$ cat config.mk
export PLATFORM = sky130hd
export DESIGN_NAME = scale_weight_frame_parser
export DESIGN_NICKNAME = d
export VERILOG_FILES = /design/src/sv/swfp_pkg.sv /design/src/sv/swfp_ram.sv /design/src/sv/scale_weight_frame_parser.sv
export SDC_FILE = /design/constraint.sdc
export NUM_CORES = 2
export LEC_CHECK = 0
export ABC_AREA = 1
export BUFFER_PORTS_ARGS = -buffer_cell sky130_fd_sc_hd__buf_2
export CAP_MARGIN = 20
export CORE_MARGIN = 8
export CORE_UTILIZATION = 55
export DETAILED_ROUTE_END_ITERATION = 7
export PLACE_DENSITY = 0.74
export SLEW_MARGIN = 30
export SYNTH_ARGS = -nofsm -noshare
export SYNTH_HDL_FRONTEND = slang
export SYNTH_HIERARCHICAL = 1
export SYNTH_SLANG_ARGS = --single-unit
export TNS_END_PERCENT = 30
$ cat constraint.sdc
create_clock -name clk -period 8.74 [get_ports clk]
set_input_delay 0.437 -clock clk [delete_from_list [all_inputs] [get_ports clk]]
set_output_delay 0.437 -clock clk [all_outputs]
set_load 0.1 [all_outputs]
$ cat src/sv/swfp_pkg.sv
package swfp_pkg;

  localparam int FIFO_DEPTH_DEF = 64;
  localparam int WIN_LEN = 14;   // longest frame
  localparam int TXT_LEN = 16;   // weight text buffer

  localparam logic [7:0] CH_NUL   = 8'h00;
  localparam logic [7:0] CH_STX   = 8'h02;
  localparam logic [7:0] CH_ETX   = 8'h03;
  localparam logic [7:0] CH_SPACE = 8'h20;
  localparam logic [7:0] CH_PLUS  = 8'h2B;
  localparam logic [7:0] CH_MINUS = 8'h2D;
  localparam logic [7:0] CH_DOT   = 8'h2E;
  localparam logic [7:0] CH_ZERO  = 8'h30;
  localparam logic [7:0] CH_DEC0  = 8'h36;   // decimals code for six places
  localparam logic [7:0] CH_EQ    = 8'h3D;

  localparam logic [1:0] KIND_EIGHT    = 2'd0;
  localparam logic [1:0] KIND_TWELVE   = 2'd1;
  localparam logic [1:0] KIND_FOURTEEN = 2'd2;
  localparam logic [1:0] KIND_NOTICE   = 2'd3;

  localparam logic [2:0] MODE_ZERO      = 3'd0;
  localparam logic [2:0] MODE_PARSE_MAX = 3'd3;

  localparam logic [13:0] IP_MAX = 14'd9999;

  typedef enum logic [3:0] {
    ST_IDLE,
    ST_READ,
    ST_CHECK,
    ST_PASS1,
    ST_PREP,
    ST_PASS2,
    ST_EVAL,
    ST_ACC,
    ST_OUT
  } swfp_state_t;

  function automatic logic is_digit(input logic [7:0] c);
    return (c >= 8'h30) && (c <= 8'h39);
  endfunction

endpackage

$ cat src/sv/swfp_ram.sv
module swfp_ram #(
  parameter int WIDTH = 8,
  parameter int DEPTH = 64,
  localparam int AW = $clog2(DEPTH)
) (
  input  logic             clk,
  input  logic             we,
  input  logic [AW-1:0]    waddr,
  input  logic [WIDTH-1:0] wdata,
  input  logic [AW-1:0]    raddr,
  output logic [WIDTH-1:0] rdata
);

  logic [WIDTH-1:0] mem [DEPTH];
  logic [WIDTH-1:0] rdata_r;

  always_ff @(posedge clk) begin
    if (we) begin
      mem[waddr] <= wdata;
    end
    rdata_r <= mem[raddr];
  end

  assign rdata = rdata_r;

endmodule

$ cat src/sv/scale_weight_frame_parser.sv
// Weighing scale frame parser.
// Input channel (in_valid / in_stall): one received byte per transaction, with
// in_chunk_last marking the last byte of a link chunk. Result channel
// (out_valid / out_stall): at most one result per input byte, carrying the
// frame kind, a weight-valid flag, sign, integer part and hundredths, and on
// a chunk end whether any frame was recognized in that chunk.
// Configuration (cfg_valid / cfg_ready): writes scale_mode; always ready. The
// user must write it only while the block is idle; the block does not enforce it.
// In a parse mode, bytes go into a receive FIFO held in a single-port-write
// RAM. After every byte the head of the FIFO (at most 14 bytes) is read back
// one byte a cycle, matched against the 8, 12 and 14-byte frame shapes, and a
// matched frame is turned into a weight text that is scanned one character a
// cycle. One byte is in work at a time; a finished result sits in the output
// register while the next byte is taken.
// Reset empties the FIFO, clears mode to 0 and clears the chunk flag. A
// stalled result holds; the block then waits before delivering the next one.
module scale_weight_frame_parser
  import swfp_pkg::*;
#(
  parameter int FIFO_DEPTH = FIFO_DEPTH_DEF
) (
  input  logic        clk,
  input  logic        rst_n,
  input  logic        in_valid,
  output logic        in_stall,
  input  logic [7:0]  in_rx_byte,
  input  logic        in_chunk_last,
  output logic        out_valid,
  input  logic        out_stall,
  output logic [1:0]  out_frame_kind,
  output logic        out_weight_valid,
  output logic        out_negative,
  output logic [13:0] out_integer_part,
  output logic [6:0]  out_hundredths,
  output logic        out_chunk_had_weight,
  input  logic        cfg_valid,
  output logic        cfg_ready,
  input  logic [2:0]  cfg_scale_mode
);

  localparam int AW = $clog2(FIFO_DEPTH);
  localparam int CW = $clog2(FIFO_DEPTH + 1);

  swfp_state_t state_r, state_nxt;

  logic [2:0]    mode_r;
  logic [AW-1:0] head_r, head_nxt;
  logic [CW-1:0] count_r, count_nxt;
  logic          seen_r, seen_nxt;
  logic          last_r, last_nxt;
  logic [3:0]    rd_idx_r, rd_idx_nxt;

  logic [7:0] win_r [WIN_LEN];
  logic [7:0] win_nxt [WIN_LEN];
  logic [7:0] src_r [TXT_LEN];
  logic [7:0] src_nxt [TXT_LEN];
  logic [7:0] dst_r [TXT_LEN];
  logic [7:0] dst_nxt [TXT_LEN];

  logic [3:0]  pos_r, pos_nxt;
  logic [3:0]  j_r, j_nxt;
  logic        pre_r, pre_nxt;
  logic        skip_r, skip_nxt;
  logic        sgn_r, sgn_nxt;
  logic        f_is_rev_r, f_is_rev_nxt;
  logic [3:0]  k_r, k_nxt;
  logic [3:0]  kend_r, kend_nxt;

  // pending result
  logic [1:0]  kind_r, kind_nxt;
  logic        wvalid_r, wvalid_nxt;
  logic        minus_r, minus_nxt;
  logic [13:0] ip_r, ip_nxt;
  logic [6:0]  hd_r, hd_nxt;
  logic        chw_r, chw_nxt;

  // output register
  logic        out_valid_r, out_valid_nxt;
  logic [1:0]  o_kind_r;
  logic        o_wvalid_r, o_neg_r, o_chw_r;
  logic [13:0] o_ip_r;
  logic [6:0]  o_hd_r;

  logic          ram_we;
  logic [AW-1:0] ram_waddr, ram_raddr;
  logic [7:0]    ram_rdata;

  function automatic logic [AW-1:0] wrap_add(input logic [AW-1:0] a, input logic [CW-1:0] b);
    logic [CW:0] s;
    s = (CW+1)'(a) + (CW+1)'(b);
    if (s >= (CW+1)'(FIFO_DEPTH)) begin
      s = s - (CW+1)'(FIFO_DEPTH);
    end
    return s[AW-1:0];
  endfunction

  swfp_ram #(.WIDTH(8), .DEPTH(FIFO_DEPTH)) u_fifo_ram (
    .clk   (clk),
    .we    (ram_we),
    .waddr (ram_waddr),
    .wdata (in_rx_byte),
    .raddr (ram_raddr),
    .rdata (ram_rdata)
  );

  // ---------------- shared conditions ----------------
  logic in_acc, mode_zero, mode_parse, out_free;
  logic [3:0] nread;
  logic rd_done;
  logic ge8, f0, f1, f2, found, drop;

  assign in_stall   = (state_r != ST_IDLE);
  assign in_acc     = in_valid && !in_stall;
  assign mode_zero  = (mode_r == MODE_ZERO);
  assign mode_parse = !mode_zero && (mode_r <= MODE_PARSE_MAX);
  assign out_free   = !out_valid_r || !out_stall;
  assign cfg_ready  = 1'b1;

  assign nread   = (count_r > CW'(WIN_LEN)) ? 4'(WIN_LEN) : count_r[3:0];
  assign rd_done = (rd_idx_r == nread);

  // frame shape match on the window
  assign ge8   = (count_r >= CW'(8));
  assign f0    = ge8 && (win_r[0] == CH_EQ);
  assign f1    = ge8 && (count_r >= CW'(12)) && (win_r[0] == CH_STX) && (win_r[11] == CH_ETX);
  assign f2    = ge8 && (count_r >= CW'(14)) && (win_r[0] == CH_STX) && (win_r[13] == CH_ETX);
  assign found = f0 || f1 || f2;
  assign drop  = ge8 && !found && (count_r >= CW'(14));

  assign ram_we    = in_acc && mode_parse && (count_r < CW'(FIFO_DEPTH));
  assign ram_waddr = wrap_add(head_r, count_r);
  assign ram_raddr = wrap_add(head_r, CW'(rd_idx_r));

  // ---------------- digits frame text ----------------
  logic [7:0] dig_t [TXT_LEN];
  logic [7:0] dig_d [6];
  logic [7:0] dig_dc;
  logic [2:0] dot;
  logic       dig_sgn;

  always_comb begin
    for (int k = 0; k < 6; k++) begin
      dig_d[k] = f1 ? win_r[2 + k] : win_r[4 + k];
    end
    dig_dc  = f1 ? win_r[8] : win_r[10];
    dig_sgn = f1 ? (win_r[1] == CH_MINUS) : (win_r[3] == CH_MINUS);
    dot     = 3'(CH_DEC0 - dig_dc);
    for (int p = 0; p < TXT_LEN; p++) begin
      dig_t[p] = CH_NUL;
    end
    if (dig_dc >= 8'h31 && dig_dc <= 8'h35) begin
      for (int p = 0; p < 7; p++) begin
        if (3'(p) < dot) begin
          dig_t[p] = dig_d[(p < 6) ? p : 5];
        end else if (3'(p) == dot) begin
          dig_t[p] = CH_DOT;
        end else begin
          dig_t[p] = dig_d[(p > 0) ? p - 1 : 0];
        end
      end
    end else if (dig_dc == CH_DEC0) begin
      dig_t[0] = CH_ZERO;
      dig_t[1] = CH_DOT;
      for (int p = 0; p < 6; p++) begin
        dig_t[p + 2] = dig_d[p];
      end
    end else begin
      for (int p = 0; p < 6; p++) begin
        dig_t[p] = dig_d[p];
      end
    end
  end

  // ---------------- character scan step ----------------
  logic [7:0] pc;
  logic       pass_end;

  assign pc       = pre_r ? CH_MINUS : src_r[pos_r];
  assign pass_end = (pc == CH_NUL) || (j_r == 4'd15);

  // ---------------- sign, leading zeros, value present ----------------
  logic       p_sgn, p_from, p_go, p_alive, p_hv;
  logic [3:0] p_i;

  always_comb begin
    p_sgn   = f_is_rev_r ? (dst_r[0] == CH_MINUS) : sgn_r;
    p_from  = f_is_rev_r ? p_sgn : 1'b0;
    p_i     = {3'd0, p_from};
    p_go    = 1'b1;
    for (int n = 0; n < 6; n++) begin
      if (4'(n) >= p_i && p_go) begin
        if (dst_r[n] == CH_ZERO && dst_r[n + 1] != CH_DOT) begin
          p_i = 4'(n + 1);
        end else begin
          p_go = 1'b0;
        end
      end
    end
    p_alive = 1'b1;
    p_hv    = 1'b0;
    for (int k = 0; k < TXT_LEN; k++) begin
      if (dst_r[k] == CH_NUL) begin
        p_alive = 1'b0;
      end
      if (p_alive && (k >= int'(p_from)) && dst_r[k] != CH_ZERO && dst_r[k] != CH_DOT) begin
        p_hv = 1'b1;
      end
    end
  end

  // ---------------- text form check ----------------
  logic [3:0] e_len;
  logic       e_alive, e_mid_ok, e_ok;
  logic [7:0] e_dot_c, e_d1, e_d2;
  logic [6:0] e_hd;

  always_comb begin
    e_len   = 4'd0;
    e_alive = 1'b1;
    for (int k = 0; k < TXT_LEN - 1; k++) begin
      if (dst_r[k] == CH_NUL) begin
        e_alive = 1'b0;
      end
      if (e_alive) begin
        e_len = 4'(k + 1);
      end
    end
    e_mid_ok = 1'b1;
    for (int k = 1; k < TXT_LEN; k++) begin
      if (5'(k + 3) < {1'b0, e_len} && !is_digit(dst_r[k])) begin
        e_mid_ok = 1'b0;
      end
    end
    e_dot_c = dst_r[e_len - 4'd3];
    e_d1    = dst_r[e_len - 4'd2];
    e_d2    = dst_r[e_len - 4'd1];
    e_ok    = (e_len >= 4'd4) &&
              (dst_r[0] == CH_PLUS || dst_r[0] == CH_MINUS || is_digit(dst_r[0])) &&
              (e_dot_c == CH_DOT) && is_digit(e_d1) && is_digit(e_d2) && e_mid_ok;
    e_hd    = 7'(e_d1[3:0]) * 7'd10 + 7'(e_d2[3:0]);
  end

  // ---------------- integer accumulate step ----------------
  logic [7:0]  a_c;
  logic [17:0] a_sum;
  logic        acc_done;

  assign a_c      = dst_r[k_r];
  assign a_sum    = 18'(ip_r) * 18'd10 + 18'(a_c[3:0]);
  assign acc_done = (k_r == kend_r);

  // ---------------- next state ----------------
  always_comb begin
    state_nxt = state_r;
    case (state_r)
      ST_IDLE: begin
        if (in_acc) begin
          if (mode_zero) begin
            state_nxt = ST_OUT;
          end else if (mode_parse) begin
            state_nxt = ST_READ;
          end
        end
      end
      ST_READ: begin
        if (rd_done) state_nxt = ST_CHECK;
      end
      ST_CHECK: begin
        if (found) begin
          state_nxt = f0 ? ST_PASS1 : ST_PREP;
        end else if (!drop) begin
          state_nxt = last_r ? ST_OUT : ST_IDLE;
        end
      end
      ST_PASS1: begin
        if (pass_end) state_nxt = ST_PREP;
      end
      ST_PREP:  state_nxt = ST_PASS2;
      ST_PASS2: begin
        if (pass_end) state_nxt = ST_EVAL;
      end
      ST_EVAL:  state_nxt = e_ok ? ST_ACC : ST_OUT;
      ST_ACC: begin
        if (acc_done) state_nxt = ST_OUT;
      end
      ST_OUT: begin
        if (out_free) state_nxt = ST_IDLE;
      end
      default:  state_nxt = ST_IDLE;
    endcase
  end

  // ---------------- datapath ----------------
  always_comb begin
    head_nxt     = head_r;
    count_nxt    = count_r;
    seen_nxt     = seen_r;
    last_nxt     = last_r;
    rd_idx_nxt   = rd_idx_r;
    win_nxt      = win_r;
    src_nxt      = src_r;
    dst_nxt      = dst_r;
    pos_nxt      = pos_r;
    j_nxt        = j_r;
    pre_nxt      = pre_r;
    skip_nxt     = skip_r;
    sgn_nxt      = sgn_r;
    f_is_rev_nxt = f_is_rev_r;
    k_nxt        = k_r;
    kend_nxt     = kend_r;
    kind_nxt     = kind_r;
    wvalid_nxt   = wvalid_r;
    minus_nxt    = minus_r;
    ip_nxt       = ip_r;
    hd_nxt       = hd_r;
    chw_nxt      = chw_r;

    case (state_r)
      ST_IDLE: begin
        if (in_acc) begin
          last_nxt   = in_chunk_last;
          rd_idx_nxt = 4'd0;
          if (mode_zero) begin
            kind_nxt   = KIND_NOTICE;
            wvalid_nxt = 1'b1;
            minus_nxt  = 1'b0;
            ip_nxt     = '0;
            hd_nxt     = '0;
            chw_nxt    = 1'b0;
          end
          if (ram_we) begin
            count_nxt = count_r + CW'(1);
          end
        end
      end
      ST_READ: begin
        if (rd_idx_r != 4'd0) begin
          win_nxt[rd_idx_r - 4'd1] = ram_rdata;
        end
        if (!rd_done) begin
          rd_idx_nxt = rd_idx_r + 4'd1;
        end
      end
      ST_CHECK: begin
        if (found) begin
          f_is_rev_nxt = f0;
          sgn_nxt      = dig_sgn;
          pos_nxt      = 4'd0;
          j_nxt        = 4'd0;
          pre_nxt      = 1'b0;
          skip_nxt     = 1'b0;
          kind_nxt     = f0 ? KIND_EIGHT : (f1 ? KIND_TWELVE : KIND_FOURTEEN);
          chw_nxt      = last_r;
          seen_nxt     = !last_r;
          for (int k = 0; k < TXT_LEN; k++) begin
            src_nxt[k] = CH_NUL;
            dst_nxt[k] = f0 ? CH_NUL : dig_t[k];
          end
          // reversed characters of the eight-byte frame
          for (int k = 0; k < 7; k++) begin
            src_nxt[k] = win_r[7 - k];
          end
          // consume the frame
          if (f0) begin
            head_nxt  = wrap_add(head_r, CW'(8));
            count_nxt = count_r - CW'(8);
          end else if (f1) begin
            head_nxt  = wrap_add(head_r, CW'(12));
            count_nxt = count_r - CW'(12);
          end else begin
            head_nxt  = wrap_add(head_r, CW'(14));
            count_nxt = count_r - CW'(14);
          end
        end else if (drop) begin
          // drop one byte from the head and retry
          head_nxt  = wrap_add(head_r, CW'(1));
          count_nxt = count_r - CW'(1);
          for (int k = 0; k < WIN_LEN - 1; k++) begin
            win_nxt[k] = win_r[k + 1];
          end
        end else if (last_r) begin
          kind_nxt   = KIND_NOTICE;
          wvalid_nxt = 1'b0;
          minus_nxt  = 1'b0;
          ip_nxt     = '0;
          hd_nxt     = '0;
          chw_nxt    = seen_r;
          seen_nxt   = 1'b0;
        end
      end
      ST_PASS1, ST_PASS2: begin
        if (!pass_end) begin
          if (pre_r) begin
            pre_nxt = 1'b0;
          end else begin
            pos_nxt = pos_r + 4'd1;
          end
          // a removed space lets the next character through unchecked
          if (pc == CH_SPACE && !skip_r) begin
            skip_nxt = 1'b1;
          end else begin
            dst_nxt[j_r] = pc;
            j_nxt        = j_r + 4'd1;
            skip_nxt     = 1'b0;
          end
        end
      end
      ST_PREP: begin
        src_nxt  = dst_r;
        pos_nxt  = p_i;
        pre_nxt  = p_sgn && p_hv;
        j_nxt    = 4'd0;
        skip_nxt = 1'b0;
        for (int k = 0; k < TXT_LEN; k++) begin
          dst_nxt[k] = CH_NUL;
        end
      end
      ST_EVAL: begin
        wvalid_nxt = e_ok;
        minus_nxt  = e_ok && (dst_r[0] == CH_MINUS);
        ip_nxt     = '0;
        hd_nxt     = e_ok ? e_hd : 7'd0;
        k_nxt      = is_digit(dst_r[0]) ? 4'd0 : 4'd1;
        kend_nxt   = e_len - 4'd3;
      end
      ST_ACC: begin
        if (!acc_done) begin
          ip_nxt = (a_sum > 18'(IP_MAX)) ? IP_MAX : a_sum[13:0];
          k_nxt  = k_r + 4'd1;
        end
      end
      default: begin
      end
    endcase
  end

  // ---------------- output register ----------------
  always_comb begin
    out_valid_nxt = out_valid_r;
    if (state_r == ST_OUT && out_free) begin
      out_valid_nxt = 1'b1;
    end else if (!out_stall) begin
      out_valid_nxt = 1'b0;
    end
  end

  always_ff @(posedge clk) begin
    if (!rst_n) begin
      state_r     <= ST_IDLE;
      mode_r      <= MODE_ZERO;
      head_r      <= '0;
      count_r     <= '0;
      seen_r      <= 1'b0;
      out_valid_r <= 1'b0;
    end else begin
      state_r     <= state_nxt;
      head_r      <= head_nxt;
      count_r     <= count_nxt;
      seen_r      <= seen_nxt;
      out_valid_r <= out_valid_nxt;
      if (cfg_valid && cfg_ready) begin
        mode_r <= cfg_scale_mode;
      end
    end
  end

  always_ff @(posedge clk) begin
    last_r     <= last_nxt;
    rd_idx_r   <= rd_idx_nxt;
    win_r      <= win_nxt;
    src_r      <= src_nxt;
    dst_r      <= dst_nxt;
    pos_r      <= pos_nxt;
    j_r        <= j_nxt;
    pre_r      <= pre_nxt;
    skip_r     <= skip_nxt;
    sgn_r      <= sgn_nxt;
    f_is_rev_r <= f_is_rev_nxt;
    k_r        <= k_nxt;
    kend_r     <= kend_nxt;
    kind_r     <= kind_nxt;
    wvalid_r   <= wvalid_nxt;
    minus_r    <= minus_nxt;
    ip_r       <= ip_nxt;
    hd_r       <= hd_nxt;
    chw_r      <= chw_nxt;
    // load the result; a negative zero loses its sign
    if (state_r == ST_OUT && out_free) begin
      o_kind_r   <= kind_r;
      o_wvalid_r <= wvalid_r;
      o_neg_r    <= minus_r && (ip_r != 14'd0 || hd_r != 7'd0);
      o_ip_r     <= ip_r;
      o_hd_r     <= hd_r;
      o_chw_r    <= chw_r;
    end
  end

  assign out_valid            = out_valid_r;
  assign out_frame_kind       = o_kind_r;
  assign out_weight_valid     = o_wvalid_r;
  assign out_negative         = o_neg_r;
  assign out_integer_part     = o_ip_r;
  assign out_hundredths       = o_hd_r;
  assign out_chunk_had_weight = o_chw_r;

endmodule

# ---- Word level (Yosys, flattened, before mapping)
# Memory sizes are Yosys's and may differ from the RTL's. A register that Yosys moved wholly into a read port is not among the register bits.
# Cells that the tools add are included.
dict set report op_classes {
  n_addsub 28
  mul 2
  n_lt_le_gt_ge 87
  n_eq_ne 91
  n_mux 243
  n_bitwise 7
  n_reduce_logical 181
}
# op count
set ops {}
lappend ops {{$mux 128} 4}
lappend ops {{$pmux 128 s3} 1}
lappend ops {{$mux 8} 41}
lappend ops {{$ne 8x6->1 const B} 32}
lappend ops {{$pmux 128 s2} 1}
lappend ops {{$mux 104} 2}
lappend ops {{$pmux 104 s2} 1}
lappend ops {{$mux 4} 47}
lappend ops {{$bmux 8 s4} 5}
lappend ops {{$ge 8x6->1 const B} 18}
lappend ops {{$le 8x6->1 const B} 18}
lappend ops {{$logic_not 8->1} 17}
lappend ops {{$bwmux 128} 1}
lappend ops {{$bwmux 112} 1}
lappend ops {{$eq 8x6->1 const B} 14}
lappend ops {{$mux 112} 1}
lappend ops {{$logic_and 1x1->1} 101}
lappend ops {{$mux 14} 7}
lappend ops {{$mux 7} 12}
lappend ops {{$mux 1} 82}
lappend ops {{$demux 8 s4} 2}
lappend ops {{$mux 6} 10}
lappend ops {{$mux 56} 1}
lappend ops {{$pmux 14 s4} 1}
lappend ops {{other kinds (78)} 219}
dict set report totals {
  ff_bits 467
  mem_bits_rw 512
  in_bits 17
  output_inout_bits 29
  mem_count 1
}
# name words word_bits rd rd_clocked_by_memory_dff wr line
set mem_list {}
lappend mem_list {u_fifo_ram.mem 64 8 1 1 1 swfp_ram.sv:14} ;# logic [WIDTH-1:0] mem [DEPTH];

# ---- Logic depth before layout (Yosys ltp)
dict set report logic_depth {
  word_depth 36
  ltp_mapped 33
}

# ---- Hierarchy
# Netlist, hierarchy kept.
# mod instances cells_each area_each_um2 seq_area_each_um2
set by_module_without_submodules {}
lappend by_module_without_submodules {scale_weight_frame_parser 1 3661 29632.2 13803.2}
lappend by_module_without_submodules {swfp_ram 1 1806 21296.7 15534.9}

# ---- Worst setup path before layout
# OpenSTA, ideal clock, no wires.
dict set report synth_timing {
  path_type {register to register}
  startpoint {register count_r[3]}
  endpoint {register dst_r[0] (netlist bit), enable pin}
  setup_time_ps 625
  arrival_time_ps 7640
  required_ps 8115
  setup_slack_ps 474
  stages_incl_launch_ff 16
  cell_sequence {dfxtp_1 > clkinv_1 > ha_1 > nand2_1 > a31oi_1 > inv_1 > nand3_1 > nor2_1 > nand2_1 > inv_1 > nor2_1 > nand2_1 > nand2_1 > inv_1 > o21ai_0 > nor2_1}
}
dict set report synth_between {
  elab_chain_len 8
}
# element line
set synth_rtl {}
lappend synth_rtl {{from (decl)} scale_weight_frame_parser.sv:48} ;# logic [CW-1:0] count_r, count_nxt;
lappend synth_rtl {{from (signal assigned)} scale_weight_frame_parser.sv:458} ;# count_r <= count_nxt;
lappend synth_rtl {{$ge 7x4->1, on equally long branches} {scale_weight_frame_parser.sv:123, scale_weight_frame_parser.sv:125}}
lappend synth_rtl {{$logic_and 1x1->1 (3 in series)} scale_weight_frame_parser.sv:125} ;# assign f1 = ge8 && (count_r >= CW'(12)) && (win_r[0] == CH_STX) && (win_r[11] == CH_ETX);
lappend synth_rtl {{$logic_or 1x1->1} scale_weight_frame_parser.sv:127} ;# assign found = f0 || f1 || f2;
lappend synth_rtl {{$logic_or 1x1->1 *} scale_weight_frame_parser.sv:127}
lappend synth_rtl {{$ne 2x2->1 (no source line) *} -}
lappend synth_rtl {{$reduce_and 4->1 (no source line) *} -}
lappend synth_rtl {{to (signal assigned)} scale_weight_frame_parser.sv:472} ;# dst_r <= dst_nxt;
lappend synth_rtl {{to (decl)} scale_weight_frame_parser.sv:57} ;# logic [7:0] dst_r [TXT_LEN];
# Every way passes the cells marked *; elsewhere a longest branch is shown, timed or not.
# A chain may end at the register's enable or synchronous reset.

# ---- Worst setup path after layout
dict set report layout_timing {
  startpoint {register dst_r[127] (netlist bit)}
  endpoint {register hd_r[6], data pin}
}
dict set report layout_between {
  elab_chain_len 36
}
# element line
set layout_rtl {}
lappend layout_rtl {{branches (longest 34 deep; another with $logic_not 8->1)} -}
lappend layout_rtl {{$mux 7 *} scale_weight_frame_parser.sv:422} ;# hd_nxt = e_ok ? e_hd : 7'd0;
lappend layout_rtl {{$pmux 7 s3 *} scale_weight_frame_parser.sv:318} ;# case (state_r)
lappend layout_rtl {{to (signal assigned)} scale_weight_frame_parser.sv:485} ;# hd_r <= hd_nxt;
lappend layout_rtl {{to (decl)} scale_weight_frame_parser.sv:74} ;# logic [6:0] hd_r, hd_nxt;
# Every way passes the cells marked *. The select of a mux whose other input is x is not followed.

==> results.toml <==
[status]
status = "complete, but fails checks"
violations = "design-rule violations"

[global_routing]
first_global_vias = 39100
overflow = 0
antenna_found_initial = 5
grt_max_degree = 183
track_usage_pct = 31.5
grt_first_pass_wirelength_um = 248000

[routing]
totalWireLength_um = 167000
wl_per_cell_um = 25.1
antenna_left = 0
drcViolationCount = 1
first_pass_iters = 8
vias = 42000
drt_iter0_drc = 6601
viasPerCell = 6.32

[hold_path]
hold_class = "in2reg"
hold_depth = 3

[sta]
worst_pin_slew_ns = 1.04
worst_slack_ns = 2.18
max_freq_mhz = 152
finalHoldViolCount = 0
slew_headroom_pct = 30.9
timing.final.max_slew_violations = 0
fin_crit_sh_pct = 75.0
rsz0062_at_grt = "false"
setup-tns-final_ns = 0
clock_skew_ns = 0.0535
fin_crit_ns = 6.56
setup_viol = 0

[synth]
synth_nets = 5574
synth_area_leader_cell = "edfxtp_1"
synth-xor-area-share_pct = 0.909
avgSynthCellArea_um2 = 9.32
synth_top_family_by_area = "simple AND/OR/NAND/NOR gates"
synth_top_area_share_pct = 56.4
synth_edf_count = 957
synth-compound-area-share_pct = 11.3
syn_inst = 5467
yosys.area_share.simple_pct = 21.4
ys_ff_latch = 987
seq_area_frac_synth_pct = 57.6
yosys-top-cells-area = "edfxtp_1 (56%), nand2_1 (9.5%), nand3_1 (6.6%), o21ai_0 (4.4%), nor2_1 (3.3%)"
synth-async-reset-ratio_pct = 0
synthMuxAreaShare_pct = 0.0614
synth-main-ff-cell = "edfxtp_1"
synthAdderAreaFrac_pct = 2.30
synth_warnings = 6
syn-cell-area_um2 = 50900
synth_cell_types = 65

[pwr]
power.density_nw_per_um2 = 265
peakVddDrop_mv = 0.253
leakagePower_uw = 0.0210

[clock_network]
worstSkewPairLatency_ns = 0.72
cts_tree = "done"
cts.repair.resized = 0
cts_max_path_buffers = 3
cts-root-buf = "clkbuf_16"
clk_pin_slew_ns = 0.06
clock-sinks = 987
htree_levels = 3
cts_buffers = 101

[die]
dieArea_um2 = 103000
core_um2 = 91700
die_height_um = 320
start_util_pct = 55.6
die_x_um = 320
rows = 111
io_pins = 46

[critical_path]
path_max_fanout = 33
critPathMaxStageDelay_ns = 0.89
worstSetupPathType = "reg2reg"
cp.arrival_ns = 7.06
critPathSlowestCell = "clkinv_1"
crit_required_ns = 9.25
startpoint_type = "flip-flop"
ff2ff_path_depth = 25
crit_path_end_kind = "flip-flop"

[place]
io_buffer_count = 44
dpl.hpwl_um = 115000
place.gp.congestion = 1.04
pre_cts_ws_ns = 2.37

[finish]
fill_cells = 7684
nNetsFinal = 5485
areaGrowthSynthToFinish_pct = 8.39
insertedDiodeCount = 0
drive_gt1_share_pct = 6.04

[job]
drv_cap = 0
[cells by family after synthesis]
logic type	Yosys count
buffers and inverters	753
AO/OA/AOI/OAI	1014
AND/OR/NAND/NOR	2567
multiplexers	3
adder cells (fa/ha/maj)	90
XOR/XNOR	52
flip-flops	987
other	1
[synthesized netlist by cell type (42+ instances only)]
master and n:
nand2_1 1294, edfxtp_1 957, nand3_1 674, nor2_1 451, o21ai_0 450, inv_1 425
a21oi_1 280, clkbuf_1 169, o22ai_1 94, ha_1 84, buf_2 51, o221ai_1 49
nand4_1 45, nor3_1 42
[cell type report]
type	count	area (µm²)	share of cell area (%)
tap	1186	1480	2.69
clock buffer	127	2630	4.76
clock inverter	61	756	1.37
inverter	444	1680	3.04
timing repair buffer	117	828	1.50
multi-input combinational	3727	18500	33.5
sequential	987	29300	53.1
[routing by layer]
layer / global-route usage (%) / share of wire, % / vias to the layer above
met5: 0 / 0.032 / -
met4: 16.5 / 6.1 / 6
met3: 7.00 / 11 / 512
met2: 48.7 / 45 / 2697
met1: 41.7 / 38 / 19900
li1: - / - / 18900
[final timing paths]
| path | from | to | slack, ns |
|---|---|---|---|
| min reg2reg | kind_r[1]$_SDFFCE_PN1P_ | out_frame_kind[1]$_DFFE_PP_ | 0.45 |
| max reg2reg | dst_r[127]$_DFFE_PP_ | hd_r[6]$_SDFFCE_PN0P_ | 2.18 |
| max | dst_r[127]$_DFFE_PP_ | hd_r[6]$_SDFFCE_PN0P_ | 2.18 |
| min | cfg_valid | mode_r[0]$_SDFFE_PN0P_ | 0.04 |
[flip-flops by register name, indices dropped and copies added (netlist names), 7 cells and up]
signal,cells
ip_r,14
u_fifo_ram/rdata,8
out_hundredths,7
win_r,112
src_r,128
u_fifo_ram/mem,512
hd_r,7
dst_r,128
out_integer_part,14
count_r,7
[stage by stage]
step,instance area (µm²),util (%),std cells,power (µW),hold slack (ns)
after floorplan,50900,-,5467,8930,0.400
after global placement,51700,56.4,6456,10100,0.432
after detailed placement,51800,56.5,6457,10200,0.447
after CTS,55200,60.2,6649,14600,0.0191
after global routing,55200,60.2,6649,15300,0.0426
final,55200,60.2,6649,14600,0.0402
[worst max-delay path: cells and delay by family, from the launching register on]
kind	cells	cell delay, ns
adder cells (fa/ha/maj)	2	1.19
AND/OR/NAND/NOR	14	2.49
buffers and inverters	3	1.23
flip-flops	1	0.41
AO/OA/AOI/OAI	6	1.03
[timing repair]
action | CTS | global route
hold endpoints to repair | 4 | 0
setup buffers | 0 | 0
setup endpoints to repair | 0 | 0
hold buffers | 4 | 0
[power by group]
part	internal, µW	switching (µW)
sequential	5490	189
clock	2510	1900
combinational	1180	3340
total	9190	5430
[layout by cell type, fill, tap and decap left out, drive strengths merged, types with 84 or more instances in the layout]
cell | synthesis | routed
o22ai | 94 | 94
buf | 140 | 113
edfxtp | 957 | 957
nand2 | 1298 | 1298
clkbuf | 169 | 127
inv | 437 | 440
o21ai | 467 | 467
ha | 84 | 84
nor2 | 456 | 456
nand3 | 674 | 674
a21oi | 281 | 281
No activity file was read; power rests on OpenSTA's default activity.
